**src/hdl/ipvd_pkg.sv**
```systemverilog
// ipvd_pkg: widths, constants, control word types and the microcode table
// of the incremental pid valve drive; used by every module of the block.
// depends on nothing.
package ipvd_pkg;

  // default geometry
  localparam int CHANNELS_DEF = 4;
  localparam int DAC_BITS_DEF = 12;

  // fixed field and register widths
  localparam int CH_W     = 2;
  localparam int PRESS_W  = 16;
  localparam int IN_W     = 40;
  localparam int CFG_W    = 64;
  localparam int LANE_W   = 16;
  localparam int FRAC_W   = 16;

  // datapath widths
  localparam int ERR_W    = 17;
  localparam int DERR_W   = 18;
  localparam int ESUM_W   = 17;
  localparam int MUL_A_W  = 18;
  localparam int MUL_B_W  = 17;
  localparam int PROD_W   = 35;
  localparam int ACC_W    = 36;
  localparam int INC_W    = 42;
  localparam int LSUM_W   = INC_W + 1;

  // shared divider geometry
  localparam int DIV_W     = 52;
  localparam int DIVISOR_W = 16;
  localparam int DIV_STEPS = DIV_W / 2;
  localparam int DCNT_W    = $clog2(DIV_STEPS + 1);

  // constants of the control law
  localparam logic [PRESS_W-1:0] LOW_TARGET       = 16'd6;
  localparam logic [PRESS_W-1:0] LOW_TARGET_VALUE = 16'd3;
  localparam logic [MUL_B_W-1:0] GAIN_SCALE       = 17'd10000;

  // configuration register indexes
  localparam logic [1:0] REG_KP  = 2'd0;
  localparam logic [1:0] REG_KI  = 2'd1;
  localparam logic [1:0] REG_KD  = 2'd2;
  localparam logic [1:0] REG_LIM = 2'd3;

  // jump conditions of the sequencer
  typedef enum logic [2:0] {
    COND_NONE     = 3'd0,
    COND_BAD_CH   = 3'd1,
    COND_KI_ZERO  = 3'd2,
    COND_DIV_BUSY = 3'd3,
    COND_OUT_FULL = 3'd4
  } cond_t;

  // multiplier operand pairs
  typedef enum logic [1:0] {
    MUL_SUM = 2'd0,  // err * 10000
    MUL_P   = 2'd1,  // err * kp
    MUL_D   = 2'd2   // derr * kd
  } mul_sel_t;

  // divider operand pairs
  typedef enum logic {
    DIV_PD  = 1'b0,  // (p + d) * 2^16 / 10000
    DIV_INT = 1'b1   // sum * 2^16 / ki
  } div_sel_t;

  localparam int STEP_W = 4;

  // program steps
  localparam logic [STEP_W-1:0] ST_CHECK  = 4'd0;
  localparam logic [STEP_W-1:0] ST_SUM    = 4'd1;
  localparam logic [STEP_W-1:0] ST_PTERM  = 4'd2;
  localparam logic [STEP_W-1:0] ST_DTERM  = 4'd3;
  localparam logic [STEP_W-1:0] ST_DIV1   = 4'd4;
  localparam logic [STEP_W-1:0] ST_WAIT1  = 4'd5;
  localparam logic [STEP_W-1:0] ST_INC1   = 4'd6;
  localparam logic [STEP_W-1:0] ST_DIV2   = 4'd7;
  localparam logic [STEP_W-1:0] ST_WAIT2  = 4'd8;
  localparam logic [STEP_W-1:0] ST_INC2   = 4'd9;
  localparam logic [STEP_W-1:0] ST_LEVEL  = 4'd10;
  localparam logic [STEP_W-1:0] ST_OUT    = 4'd11;

  // one control word
  typedef struct packed {
    cond_t             cond;
    logic [STEP_W-1:0] target;
    logic              last;
    mul_sel_t          mul_sel;
    logic              mul_en;
    logic              derr_load;
    logic              sum_upd;
    logic              acc_load;
    logic              acc_add;
    logic              hist_upd;
    div_sel_t          div_sel;
    logic              div_start;
    logic              inc_load;
    logic              inc_add;
    logic              lvl_upd;
    logic              out_load;
  } ucode_t;

  // status from the datapath for conditional jumps
  typedef struct packed {
    logic bad_ch;
    logic ki_zero;
    logic div_busy;
    logic out_full;
  } seq_status_t;

  localparam ucode_t UC_NOP = '{
    cond: COND_NONE, target: ST_CHECK, last: 1'b0, mul_sel: MUL_SUM, mul_en: 1'b0,
    derr_load: 1'b0, sum_upd: 1'b0, acc_load: 1'b0, acc_add: 1'b0, hist_upd: 1'b0,
    div_sel: DIV_PD, div_start: 1'b0, inc_load: 1'b0, inc_add: 1'b0, lvl_upd: 1'b0,
    out_load: 1'b0
  };

  // program rom
  function automatic ucode_t ucode_rom(input logic [STEP_W-1:0] step);
    ucode_t uc;
    uc = UC_NOP;
    unique case (step)
      ST_CHECK: begin
        uc.mul_sel   = MUL_SUM;
        uc.mul_en    = 1'b1;
        uc.derr_load = 1'b1;
        uc.cond      = COND_BAD_CH;
        uc.target    = ST_OUT;
      end
      ST_SUM: begin
        uc.sum_upd = 1'b1;
        uc.mul_sel = MUL_P;
        uc.mul_en  = 1'b1;
      end
      ST_PTERM: begin
        uc.acc_load = 1'b1;
        uc.mul_sel  = MUL_D;
        uc.mul_en   = 1'b1;
        uc.hist_upd = 1'b1;
      end
      ST_DTERM: begin
        uc.acc_add = 1'b1;
      end
      ST_DIV1: begin
        uc.div_sel   = DIV_PD;
        uc.div_start = 1'b1;
      end
      ST_WAIT1: begin
        uc.cond   = COND_DIV_BUSY;
        uc.target = ST_WAIT1;
      end
      ST_INC1: begin
        uc.inc_load = 1'b1;
        uc.cond     = COND_KI_ZERO;
        uc.target   = ST_LEVEL;
      end
      ST_DIV2: begin
        uc.div_sel   = DIV_INT;
        uc.div_start = 1'b1;
      end
      ST_WAIT2: begin
        uc.cond   = COND_DIV_BUSY;
        uc.target = ST_WAIT2;
      end
      ST_INC2: begin
        uc.inc_add = 1'b1;
      end
      ST_LEVEL: begin
        uc.lvl_upd = 1'b1;
      end
      ST_OUT: begin
        uc.out_load = 1'b1;
        uc.last     = 1'b1;
        uc.cond     = COND_OUT_FULL;
        uc.target   = ST_OUT;
      end
      default: begin
        uc = UC_NOP;
      end
    endcase
    return uc;
  endfunction

endpackage

```
**src/hdl/incremental_pid_valve_drive.sv**
```systemverilog
// incremental_pid_valve_drive: top level; per-channel loop state, gain
// registers, multiplier and level datapath around the microcoded sequencer.
// depends on ipvd_pkg, ipvd_seq and ipvd_div.
//
//  channel   direction  handshake          payload
//  s_*       in         s_tvalid/s_tready  s_tdata: channel, target, measured
//  m_*       out        m_tvalid/m_tready  m_tdata: out_channel, dac_code
//  cfg_*     in         cfg_we             cfg_addr, cfg_wdata
//
// an item occupies the sequencer from acceptance to the next acceptance;
// it runs both passes of the shared divider when the channel's integral
// divisor is nonzero, only the first when it is zero, and skips to the
// result step for a channel number at or above CHANNELS.
// rst is synchronous and clears all loop state, the gain registers and both
// handshakes. a new item is taken while a result still waits in m_tdata;
// the sequencer holds in its last step until that result is taken.
module incremental_pid_valve_drive
  import ipvd_pkg::*;
#(
  parameter int CHANNELS = CHANNELS_DEF,
  parameter int DAC_BITS = DAC_BITS_DEF
) (
  input  logic                                    clk,
  input  logic                                    rst,
  input  logic                                    s_tvalid,
  output logic                                    s_tready,
  // channel [1:0], target [17:2], measured [33:18]
  input  logic [IN_W-1:0]                         s_tdata,
  output logic                                    m_tvalid,
  input  logic                                    m_tready,
  // out_channel [1:0], dac_code [DAC_BITS+1:2]
  output logic [((CH_W + DAC_BITS + 7) / 8) * 8 - 1:0] m_tdata,
  input  logic                                    cfg_we,
  input  logic [1:0]                              cfg_addr,
  input  logic [CFG_W-1:0]                        cfg_wdata
);

  localparam int OUT_W    = ((CH_W + DAC_BITS + 7) / 8) * 8;
  localparam int LVL_W    = DAC_BITS + FRAC_W;
  localparam int IDX_W    = (CHANNELS > 1) ? $clog2(CHANNELS) : 1;
  localparam logic [CH_W:0]      CH_COUNT = (CH_W + 1)'(CHANNELS);
  localparam logic [LVL_W-1:0]   LVL_TOP  = {{DAC_BITS{1'b1}}, {FRAC_W{1'b0}}};

  // gain registers
  logic [CFG_W-1:0] cfg_kp;
  logic [CFG_W-1:0] cfg_ki;
  logic [CFG_W-1:0] cfg_kd;
  logic [CFG_W-1:0] cfg_lim;

  // per-channel loop state
  logic signed [ESUM_W-1:0] esum  [CHANNELS];
  logic signed [ERR_W-1:0]  elast [CHANNELS];
  logic signed [ERR_W-1:0]  eprev [CHANNELS];
  logic [LVL_W-1:0]         level [CHANNELS];

  // item registers
  logic [CH_W-1:0]          ch_r;
  logic signed [ERR_W-1:0]  err_r;
  logic signed [DERR_W-1:0] derr_r;
  logic signed [PROD_W-1:0] prod_r;
  logic signed [ACC_W-1:0]  acc_r;
  logic signed [INC_W-1:0]  inc_r;
  logic                     div_neg;

  // control
  ucode_t      ctrl;
  seq_status_t status;
  logic        seq_busy;
  logic        accept;
  logic        div_busy;
  logic [DIV_W-1:0] div_quo;
  logic        div_rem_nz;

  // input unpack
  logic [CH_W-1:0]    in_ch;
  logic [PRESS_W-1:0] in_target;
  logic [PRESS_W-1:0] in_measured;
  logic [PRESS_W-1:0] tgt_adj;

  assign in_ch       = s_tdata[CH_W-1:0];
  assign in_target   = s_tdata[CH_W +: PRESS_W];
  assign in_measured = s_tdata[CH_W + PRESS_W +: PRESS_W];
  assign tgt_adj     = (in_target < LOW_TARGET) ? LOW_TARGET_VALUE : in_target;

  assign s_tready = !seq_busy;
  assign accept   = s_tvalid && s_tready;

  // channel lane and its gains
  logic [IDX_W-1:0]  idx;
  logic              bad_ch;
  logic [LANE_W-1:0] kp;
  logic [LANE_W-1:0] ki;
  logic [LANE_W-1:0] kd;
  logic [LANE_W-1:0] lim;

  assign idx    = ch_r[IDX_W-1:0];
  assign bad_ch = {1'b0, ch_r} >= CH_COUNT;
  assign kp     = cfg_kp[{ch_r, 4'd0} +: LANE_W];
  assign ki     = cfg_ki[{ch_r, 4'd0} +: LANE_W];
  assign kd     = cfg_kd[{ch_r, 4'd0} +: LANE_W];
  assign lim    = cfg_lim[{ch_r, 4'd0} +: LANE_W];

  assign status.bad_ch   = bad_ch;
  assign status.ki_zero  = ki == '0;
  assign status.div_busy = div_busy;
  assign status.out_full = m_tvalid && !m_tready;

  ipvd_seq u_seq (
    .clk    (clk),
    .rst    (rst),
    .start  (accept),
    .status (status),
    .ctrl   (ctrl),
    .busy   (seq_busy)
  );

  // configuration writes
  always_ff @(posedge clk) begin
    if (rst) begin
      cfg_kp  <= '0;
      cfg_ki  <= '0;
      cfg_kd  <= '0;
      cfg_lim <= '0;
    end else if (cfg_we) begin
      unique case (cfg_addr)
        REG_KP:  cfg_kp  <= cfg_wdata;
        REG_KI:  cfg_ki  <= cfg_wdata;
        REG_KD:  cfg_kd  <= cfg_wdata;
        REG_LIM: cfg_lim <= cfg_wdata;
      endcase
    end
  end

  // item capture and error
  always_ff @(posedge clk) begin
    if (accept) begin
      ch_r  <= in_ch;
      err_r <= $signed({1'b0, tgt_adj}) - $signed({1'b0, in_measured});
    end
  end

  // shared multiplier, registered product
  logic signed [MUL_A_W-1:0] mul_a;
  logic signed [MUL_B_W-1:0] mul_b;
  logic signed [PROD_W-1:0]  mul_full;

  always_comb begin
    case (ctrl.mul_sel)
      MUL_P: begin
        mul_a = MUL_A_W'(err_r);
        mul_b = $signed({1'b0, kp});
      end
      MUL_D: begin
        mul_a = derr_r;
        mul_b = $signed({1'b0, kd});
      end
      default: begin
        mul_a = MUL_A_W'(err_r);
        mul_b = $signed(GAIN_SCALE);
      end
    endcase
  end

  assign mul_full = mul_a * mul_b;

  always_ff @(posedge clk) begin
    if (ctrl.mul_en) begin
      prod_r <= mul_full;
    end
    if (ctrl.derr_load) begin
      derr_r <= DERR_W'(elast[idx]) - DERR_W'(eprev[idx]);
    end
    if (ctrl.acc_load) begin
      acc_r <= ACC_W'(prod_r);
    end else if (ctrl.acc_add) begin
      acc_r <= acc_r + ACC_W'(prod_r);
    end
  end

  // integral sum with clamp
  logic signed [ACC_W-1:0]  sum_tmp;
  logic signed [ACC_W-1:0]  lim_s;
  logic signed [ESUM_W-1:0] sum_new;

  always_comb begin
    sum_tmp = ACC_W'(esum[idx]) + ACC_W'(prod_r);
    lim_s   = $signed({{(ACC_W - LANE_W){1'b0}}, lim});
    if (sum_tmp > lim_s) begin
      sum_new = ESUM_W'(lim_s);
    end else if (sum_tmp < -lim_s) begin
      sum_new = ESUM_W'(-lim_s);
    end else begin
      sum_new = sum_tmp[ESUM_W-1:0];
    end
  end

  // divider operands
  logic [ACC_W-1:0]     acc_mag;
  logic [ESUM_W-1:0]    sum_mag;
  logic [DIV_W-1:0]     div_dividend;
  logic [DIVISOR_W-1:0] div_divisor;
  logic                 op_neg;

  always_comb begin
    acc_mag = acc_r[ACC_W-1] ? ACC_W'(-acc_r) : ACC_W'(acc_r);
    sum_mag = esum[idx][ESUM_W-1] ? ESUM_W'(-esum[idx]) : ESUM_W'(esum[idx]);
    case (ctrl.div_sel)
      DIV_INT: begin
        div_dividend = DIV_W'({sum_mag, {FRAC_W{1'b0}}});
        div_divisor  = ki;
        op_neg       = esum[idx][ESUM_W-1];
      end
      default: begin
        div_dividend = DIV_W'({acc_mag, {FRAC_W{1'b0}}});
        div_divisor  = DIVISOR_W'(GAIN_SCALE);
        op_neg       = acc_r[ACC_W-1];
      end
    endcase
  end

  ipvd_div u_div (
    .clk      (clk),
    .rst      (rst),
    .start    (ctrl.div_start),
    .dividend (div_dividend),
    .divisor  (div_divisor),
    .busy     (div_busy),
    .quotient (div_quo),
    .rem_nz   (div_rem_nz)
  );

  // floor-rounded signed quotient
  logic signed [INC_W-1:0] q_mag;
  logic signed [INC_W-1:0] q_floor;

  always_comb begin
    q_mag = $signed({1'b0, div_quo[INC_W-2:0]});
    if (!div_neg) begin
      q_floor = q_mag;
    end else if (div_rem_nz) begin
      q_floor = ~q_mag;
    end else begin
      q_floor = -q_mag;
    end
  end

  always_ff @(posedge clk) begin
    if (ctrl.div_start) begin
      div_neg <= op_neg;
    end
    if (ctrl.inc_load) begin
      inc_r <= q_floor;
    end else if (ctrl.inc_add) begin
      inc_r <= inc_r + q_floor;
    end
  end

  // new drive level, floored at zero and saturated at the top code
  logic signed [LSUM_W-1:0] lvl_sum;
  logic [LVL_W-1:0]         lvl_new;

  always_comb begin
    lvl_sum = $signed(LSUM_W'(level[idx])) + LSUM_W'(inc_r);
    if (lvl_sum <= 0) begin
      lvl_new = '0;
    end else if (lvl_sum > $signed(LSUM_W'(LVL_TOP))) begin
      lvl_new = LVL_TOP;
    end else begin
      lvl_new = lvl_sum[LVL_W-1:0];
    end
  end

  // loop state update
  always_ff @(posedge clk) begin
    if (rst) begin
      for (int c = 0; c < CHANNELS; c++) begin
        esum[c]  <= '0;
        elast[c] <= '0;
        eprev[c] <= '0;
        level[c] <= '0;
      end
    end else begin
      if (ctrl.sum_upd) begin
        esum[idx] <= sum_new;
      end
      if (ctrl.hist_upd) begin
        eprev[idx] <= elast[idx];
        elast[idx] <= err_r;
      end
      if (ctrl.lvl_upd) begin
        level[idx] <= lvl_new;
      end
    end
  end

  // result register
  logic [DAC_BITS-1:0] dac_code;

  assign dac_code = bad_ch ? '0 : level[idx][LVL_W-1 -: DAC_BITS];

  always_ff @(posedge clk) begin
    if (rst) begin
      m_tvalid <= 1'b0;
    end else if (ctrl.out_load) begin
      m_tvalid <= 1'b1;
    end else if (m_tready) begin
      m_tvalid <= 1'b0;
    end
  end

  always_ff @(posedge clk) begin
    if (ctrl.out_load) begin
      m_tdata <= {{(OUT_W - CH_W - DAC_BITS){1'b0}}, dac_code, ch_r};
    end
  end

  // an accepted item starts the program
  a_accept_starts : assert property (@(posedge clk) disable iff (rst)
    accept |=> seq_busy)
    else $error("accepted item did not start the sequencer");

  // the divider is never restarted mid-division
  a_div_idle : assert property (@(posedge clk) disable iff (rst)
    ctrl.div_start |-> !div_busy)
    else $error("divider started while busy");

  // a result never overwrites one still waiting
  a_out_free : assert property (@(posedge clk) disable iff (rst)
    ctrl.out_load |-> !(m_tvalid && !m_tready))
    else $error("result loaded over a waiting result");

endmodule

```
**src/hdl/ipvd_div.sv**
```systemverilog
// ipvd_div: shared unsigned restoring divider, two quotient bits per cycle.
// gives the quotient and whether a remainder is left, for floor rounding.
// depends on ipvd_pkg.
module ipvd_div
  import ipvd_pkg::*;
(
  input  logic                 clk,
  input  logic                 rst,
  input  logic                 start,
  input  logic [DIV_W-1:0]     dividend,
  input  logic [DIVISOR_W-1:0] divisor,
  output logic                 busy,
  output logic [DIV_W-1:0]     quotient,
  output logic                 rem_nz
);

  logic [DIV_W-1:0]     quo;
  logic [DIV_W-1:0]     quo_next;
  logic [DIVISOR_W-1:0] rem;
  logic [DIVISOR_W-1:0] rem_next;
  logic [DIVISOR_W-1:0] dsr;
  logic [DCNT_W-1:0]    cnt;

  // two dependent shift-subtract steps
  always_comb begin
    logic [DIVISOR_W:0] trial;
    logic               ge;
    quo_next = quo;
    rem_next = rem;
    for (int i = 0; i < 2; i++) begin
      trial    = {rem_next, quo_next[DIV_W-1]};
      ge       = trial >= {1'b0, dsr};
      quo_next = {quo_next[DIV_W-2:0], ge};
      rem_next = ge ? DIVISOR_W'(trial - {1'b0, dsr}) : trial[DIVISOR_W-1:0];
    end
  end

  // iteration control
  always_ff @(posedge clk) begin
    if (rst) begin
      busy <= 1'b0;
      cnt  <= '0;
    end else if (start) begin
      busy <= 1'b1;
      cnt  <= DCNT_W'(DIV_STEPS);
    end else if (busy) begin
      cnt <= cnt - 1'b1;
      if (cnt == DCNT_W'(1)) begin
        busy <= 1'b0;
      end
    end
  end

  // operand and partial result registers
  always_ff @(posedge clk) begin
    if (start) begin
      quo <= dividend;
      rem <= '0;
      dsr <= divisor;
    end else if (busy) begin
      quo <= quo_next;
      rem <= rem_next;
    end
  end

  assign quotient = quo;
  assign rem_nz   = rem != '0;

endmodule

```
**src/hdl/ipvd_seq.sv**
```systemverilog
// ipvd_seq: step counter and program rom; issues one control word per step
// and takes conditional jumps on datapath status.
// depends on ipvd_pkg.
module ipvd_seq
  import ipvd_pkg::*;
(
  input  logic        clk,
  input  logic        rst,
  input  logic        start,
  input  seq_status_t status,
  output ucode_t      ctrl,
  output logic        busy
);

  logic [STEP_W-1:0] step;
  ucode_t            cw;
  logic              jump;

  assign cw = ucode_rom(step);

  // jump condition
  always_comb begin
    unique case (cw.cond)
      COND_NONE:     jump = 1'b0;
      COND_BAD_CH:   jump = status.bad_ch;
      COND_KI_ZERO:  jump = status.ki_zero;
      COND_DIV_BUSY: jump = status.div_busy;
      COND_OUT_FULL: jump = status.out_full;
      default:       jump = 1'b0;
    endcase
  end

  // control word to the datapath; the result is loaded only on fall-through
  always_comb begin
    ctrl = UC_NOP;
    if (busy) begin
      ctrl          = cw;
      ctrl.out_load = cw.out_load & ~jump;
    end
  end

  // step counter
  always_ff @(posedge clk) begin
    if (rst) begin
      busy <= 1'b0;
      step <= ST_CHECK;
    end else if (start) begin
      busy <= 1'b1;
      step <= ST_CHECK;
    end else if (busy) begin
      if (cw.last && !jump) begin
        busy <= 1'b0;
      end
      step <= jump ? cw.target : step + 1'b1;
    end
  end

endmodule

```
**config.mk**
```make
export PLATFORM = sky130hd
export DESIGN_NAME = incremental_pid_valve_drive
export DESIGN_NICKNAME = d
export VERILOG_FILES = /design/src/hdl/ipvd_pkg.sv /design/src/hdl/incremental_pid_valve_drive.sv /design/src/hdl/ipvd_div.sv /design/src/hdl/ipvd_seq.sv
export SDC_FILE = /design/constraint.sdc
export NUM_CORES = 2
export LEC_CHECK = 0
export ABC_AREA = 1
export BUFFER_PORTS_ARGS = -buffer_cell sky130_fd_sc_hd__buf_2
export CAP_MARGIN = 30
export CELL_PAD_IN_SITES_DETAIL_PLACEMENT = 1
export CELL_PAD_IN_SITES_GLOBAL_PLACEMENT = 1
export CORE_MARGIN = 2
export CORE_UTILIZATION = 40
export DETAILED_ROUTE_END_ITERATION = 8
export GPL_TIMING_DRIVEN = 0
export PLACE_DENSITY_LB_ADDON = 0.1
export RECOVER_POWER = 100
export SLEW_MARGIN = 30
export SYNTH_ARGS = -nofsm -noshare
export SYNTH_HDL_FRONTEND = slang
export SYNTH_SLANG_ARGS = --single-unit
```
**constraint.sdc**
```tcl
create_clock -name clk -period 17.5 [get_ports clk]
set_input_delay 0.875 -clock clk [delete_from_list [all_inputs] [get_ports clk]]
set_output_delay 0.875 -clock clk [all_outputs]
set_load 0.01 [all_outputs]
```
==> results.cfg <==
[run_status]
status = finished with violations
violations = max-capacitance violations, max-slew violations

[synth]
postSynthCellCount = 8253
ys_ff_latch = 835
synthArstFlopShare_pct = 0
synth_seq_area_share_pct = 35.0
synth-edff-count = 549
ys_warn_count = 0
syn_area_per_cell_um2 = 7.68
yosysUniqueCellTypes = 74
synth_flop_cell = edfxtp_1
netlist_area_um2 = 63400

[power_and_ir_drop]
leakagePower_nw = 31.0
powerDensity_nw_per_um2 = 145
irDropWorstVdd_v = 0.000187
p_sw_mw = 4.72
swShare_pct = 46.6
clkPwrFrac_pct = 21.7
intPower_mw = 5.42
seqPwrFrac_pct = 24.7
pwr-share-comb_pct = 53.6

[die]
rows = 146
die_h_um = 402
dieWidth_um = 402
initial_core_util_pct = 40.2
core_area_um2 = 158000
io_pins = 129
dieArea_um2 = 162000

[route]
wl_per_cell_um = 23.0
via_per_inst = 5.45
drt_iter0_markers = 4239
postRouteWirelength_um = 245000
ant_nets = 0
drc = 0
routed-via-count = 58000
first_pass_iters = 5

[finish]
nets = 9260
area_delta_synth_final_pct = 10.1
fin_cells = 10600
final_common_cell = nand2_1
drive_above_1_share_pct = 4.60
most-common-layout-cells = 1671 x nand2_1, 1260 x inv_1, 1150 x nor2_1

[cts]
clock-root-buffer = clkbuf_16
cts_buffers = 99
postCtsHoldBufs = 0
cts_max_path_buffers = 3
post_cts_resized = 0
cts_setup_buffers = 0
cts_tree = done
htreeDepth = 3
clkLatencyLatePin_ns = 0.80
path_clk_slew_ns = 0.06
cts_sinks = 835

[place]
place_inst = 10500
place_hpwl_um = 198000
post-place-ws_ns = 5.44
io_buffers = 119
routabilityCongestion = 0.953

[sta]
max_freq_mhz = 79.0
finalHoldViolCount = 0
timing.final.ws_setup_ns = 4.85
relSlewSlack_pct = -57.7
setup_viol = 0
period_share_pct = 72.3
whs_ns = 0.275
finalCriticalPeriod_ns = 12.65
clock_skew_ns = 0.0888
rsz0062_at_grt = no
tns_ns = 0
slew_viol_final = 184
tightest_slew_ns = 2.34

[job]
drv_cap = 9

[worst_setup_path]
worstPathRequired_ns = 18.01
critical_path.slowest_cell = o221ai_1
worstSetupStartpointType = flop
cpLargestDelayFamily = adder cells
crit_arrival_ns = 13.16
timing.critical_path.buf_inv = 10
max_stage_delay_ns = 0.72
r2r-start = u_seq.step[0]
crit_path_end_kind = flop
path_max_fanout = 10
worst-setup-path-type = reg -> reg
crit_top_cell = fa_1
startpoint = u_seq.step[0]

[global_route]
grt_overflow = 0
antenna_found_initial = 6
grt_pass1_wl_um = 368000
grt_pass1_vias = 59600
grt_max_degree = 35
grt_usage_pct = 29.9

[hold_path]
hp-start = s_tdata[0]
hold_path_class = in -> reg
-- per-stage QoR --
| step | utilization, % | total power, mW | cell area, um2 |
|---|---|---|---|
| 5_1_grt | 44.2 | 10.9 | 69800 |
| 2_1_floorplan | - | 6.09 | 63400 |
| 3_5_place_dp | 42.5 | 7.92 | 67100 |
| 6_report | 44.2 | 10.1 | 69800 |
| 4_1_cts | 44.7 | 10.2 | 70500 |
| 3_3_place_gp | 42.2 | 7.79 | 66600 |
-- synthesized netlist by cell type (17+ instances only) --
cell,instances,area share (%)
nand3b_1,29,0.34
nand3_1,290,2.3
edfxtp_1,549,26
a32oi_1,25,0.35
o22ai_1,46,0.45
nand2_2,24,0.24
nor3_1,73,0.58
o21ai_0,649,5.1
buf_1,24,0.14
xnor2_1,66,0.91
dfxtp_1,286,9.0
o211ai_1,28,0.33
xor2_1,132,1.8
a21oi_1,591,4.7
inv_1,1260,7.5
ha_1,356,7.0
o221ai_1,36,0.50
nor2_1,1150,6.8
nand2_1,1657,9.8
nor2_2,17,0.17
nor4_1,17,0.17
o21a_1,18,0.21
a21o_1,17,0.20
a32o_1,18,0.28
nand4_1,61,0.60
a31oi_1,47,0.46
or2_2,40,0.39
fa_1,301,9.5
clkbuf_1,244,1.4
buf_2,29,0.23
-- power by group through the flow --
stage / sequential (mW) / combinational [mW] / clock [mW]
after detailed placement: 2.54 / 5.38 / 0
final: 2.51 / 5.44 / 2.20
after CTS: 2.50 / 5.42 / 2.23
after floorplan: 2.45 / 3.64 / 0
after global routing: 2.51 / 6.05 / 2.30
after global placement: 2.54 / 5.25 / 0
-- registers in the layout, indices dropped and copies added, names as in the netlist, 2 cells and up, named ones only --
name	count
cfg_kd	64
cfg_ki	64
u_seq.step	4
esum	68
u_div.cnt	5
eprev	68
m_tdata	14
acc_r	36
u_div.dsr	16
ch_r	2
err_r	17
elast	68
prod_r	35
cfg_kp	64
u_div.quotient	52
cfg_lim	64
inc_r	42
u_div.rem	16
derr_r	18
level	112
-- final cells by class --
cell class / count / area (um2)
Clock inverter: 53 / 716
Multi-Input combinational cell: 5830 / 34900
Buffer: 312 / 1240
Antenna cell: 2 / 5.00
Clock buffer: 122 / 2740
Timing Repair Buffer: 137 / 648
Tap cell: 2072 / 2590
Inverter: 1277 / 4800
Sequential cell: 835 / 22200
Fill cell: 19600 / 88000
-- routing by layer --
metal	up-vias	wire length, um	track usage, %
met4	2	6770	8.34
met2	1490	113000	48.6
met5	-	15	0
met1	28900	112000	41.7
li1	27300	-	-
met3	317	13500	3.75
-- cells by family (layout without fill, tap and decap cells) --
| group | count (synthesis) | in the layout | synth area share [%] |
|---|---|---|---|
| simple gates | 3415 | 3415 | 22.5 |
| buf+inv | 1589 | 1901 | 9.62 |
| compound gates | 1558 | 1558 | 13.6 |
| flops | 835 | 835 | 35.0 |
| fa+ha+maj | 657 | 657 | 16.5 |
| xor+xnor | 198 | 198 | 2.74 |
| other cells | 1 | 4 | 0.00591 |
-- worst paths after layout --
path	end	slack, ns	cells after the start
hold reg to reg	cfg_kd[26]	0.45	2
setup reg to reg	prod_r[31]	4.85	34
setup / recovery	prod_r[31]	4.85	34
hold / removal	ch_r[0]	0.27	1
Note: power is estimated with default switching activity, not from simulation.
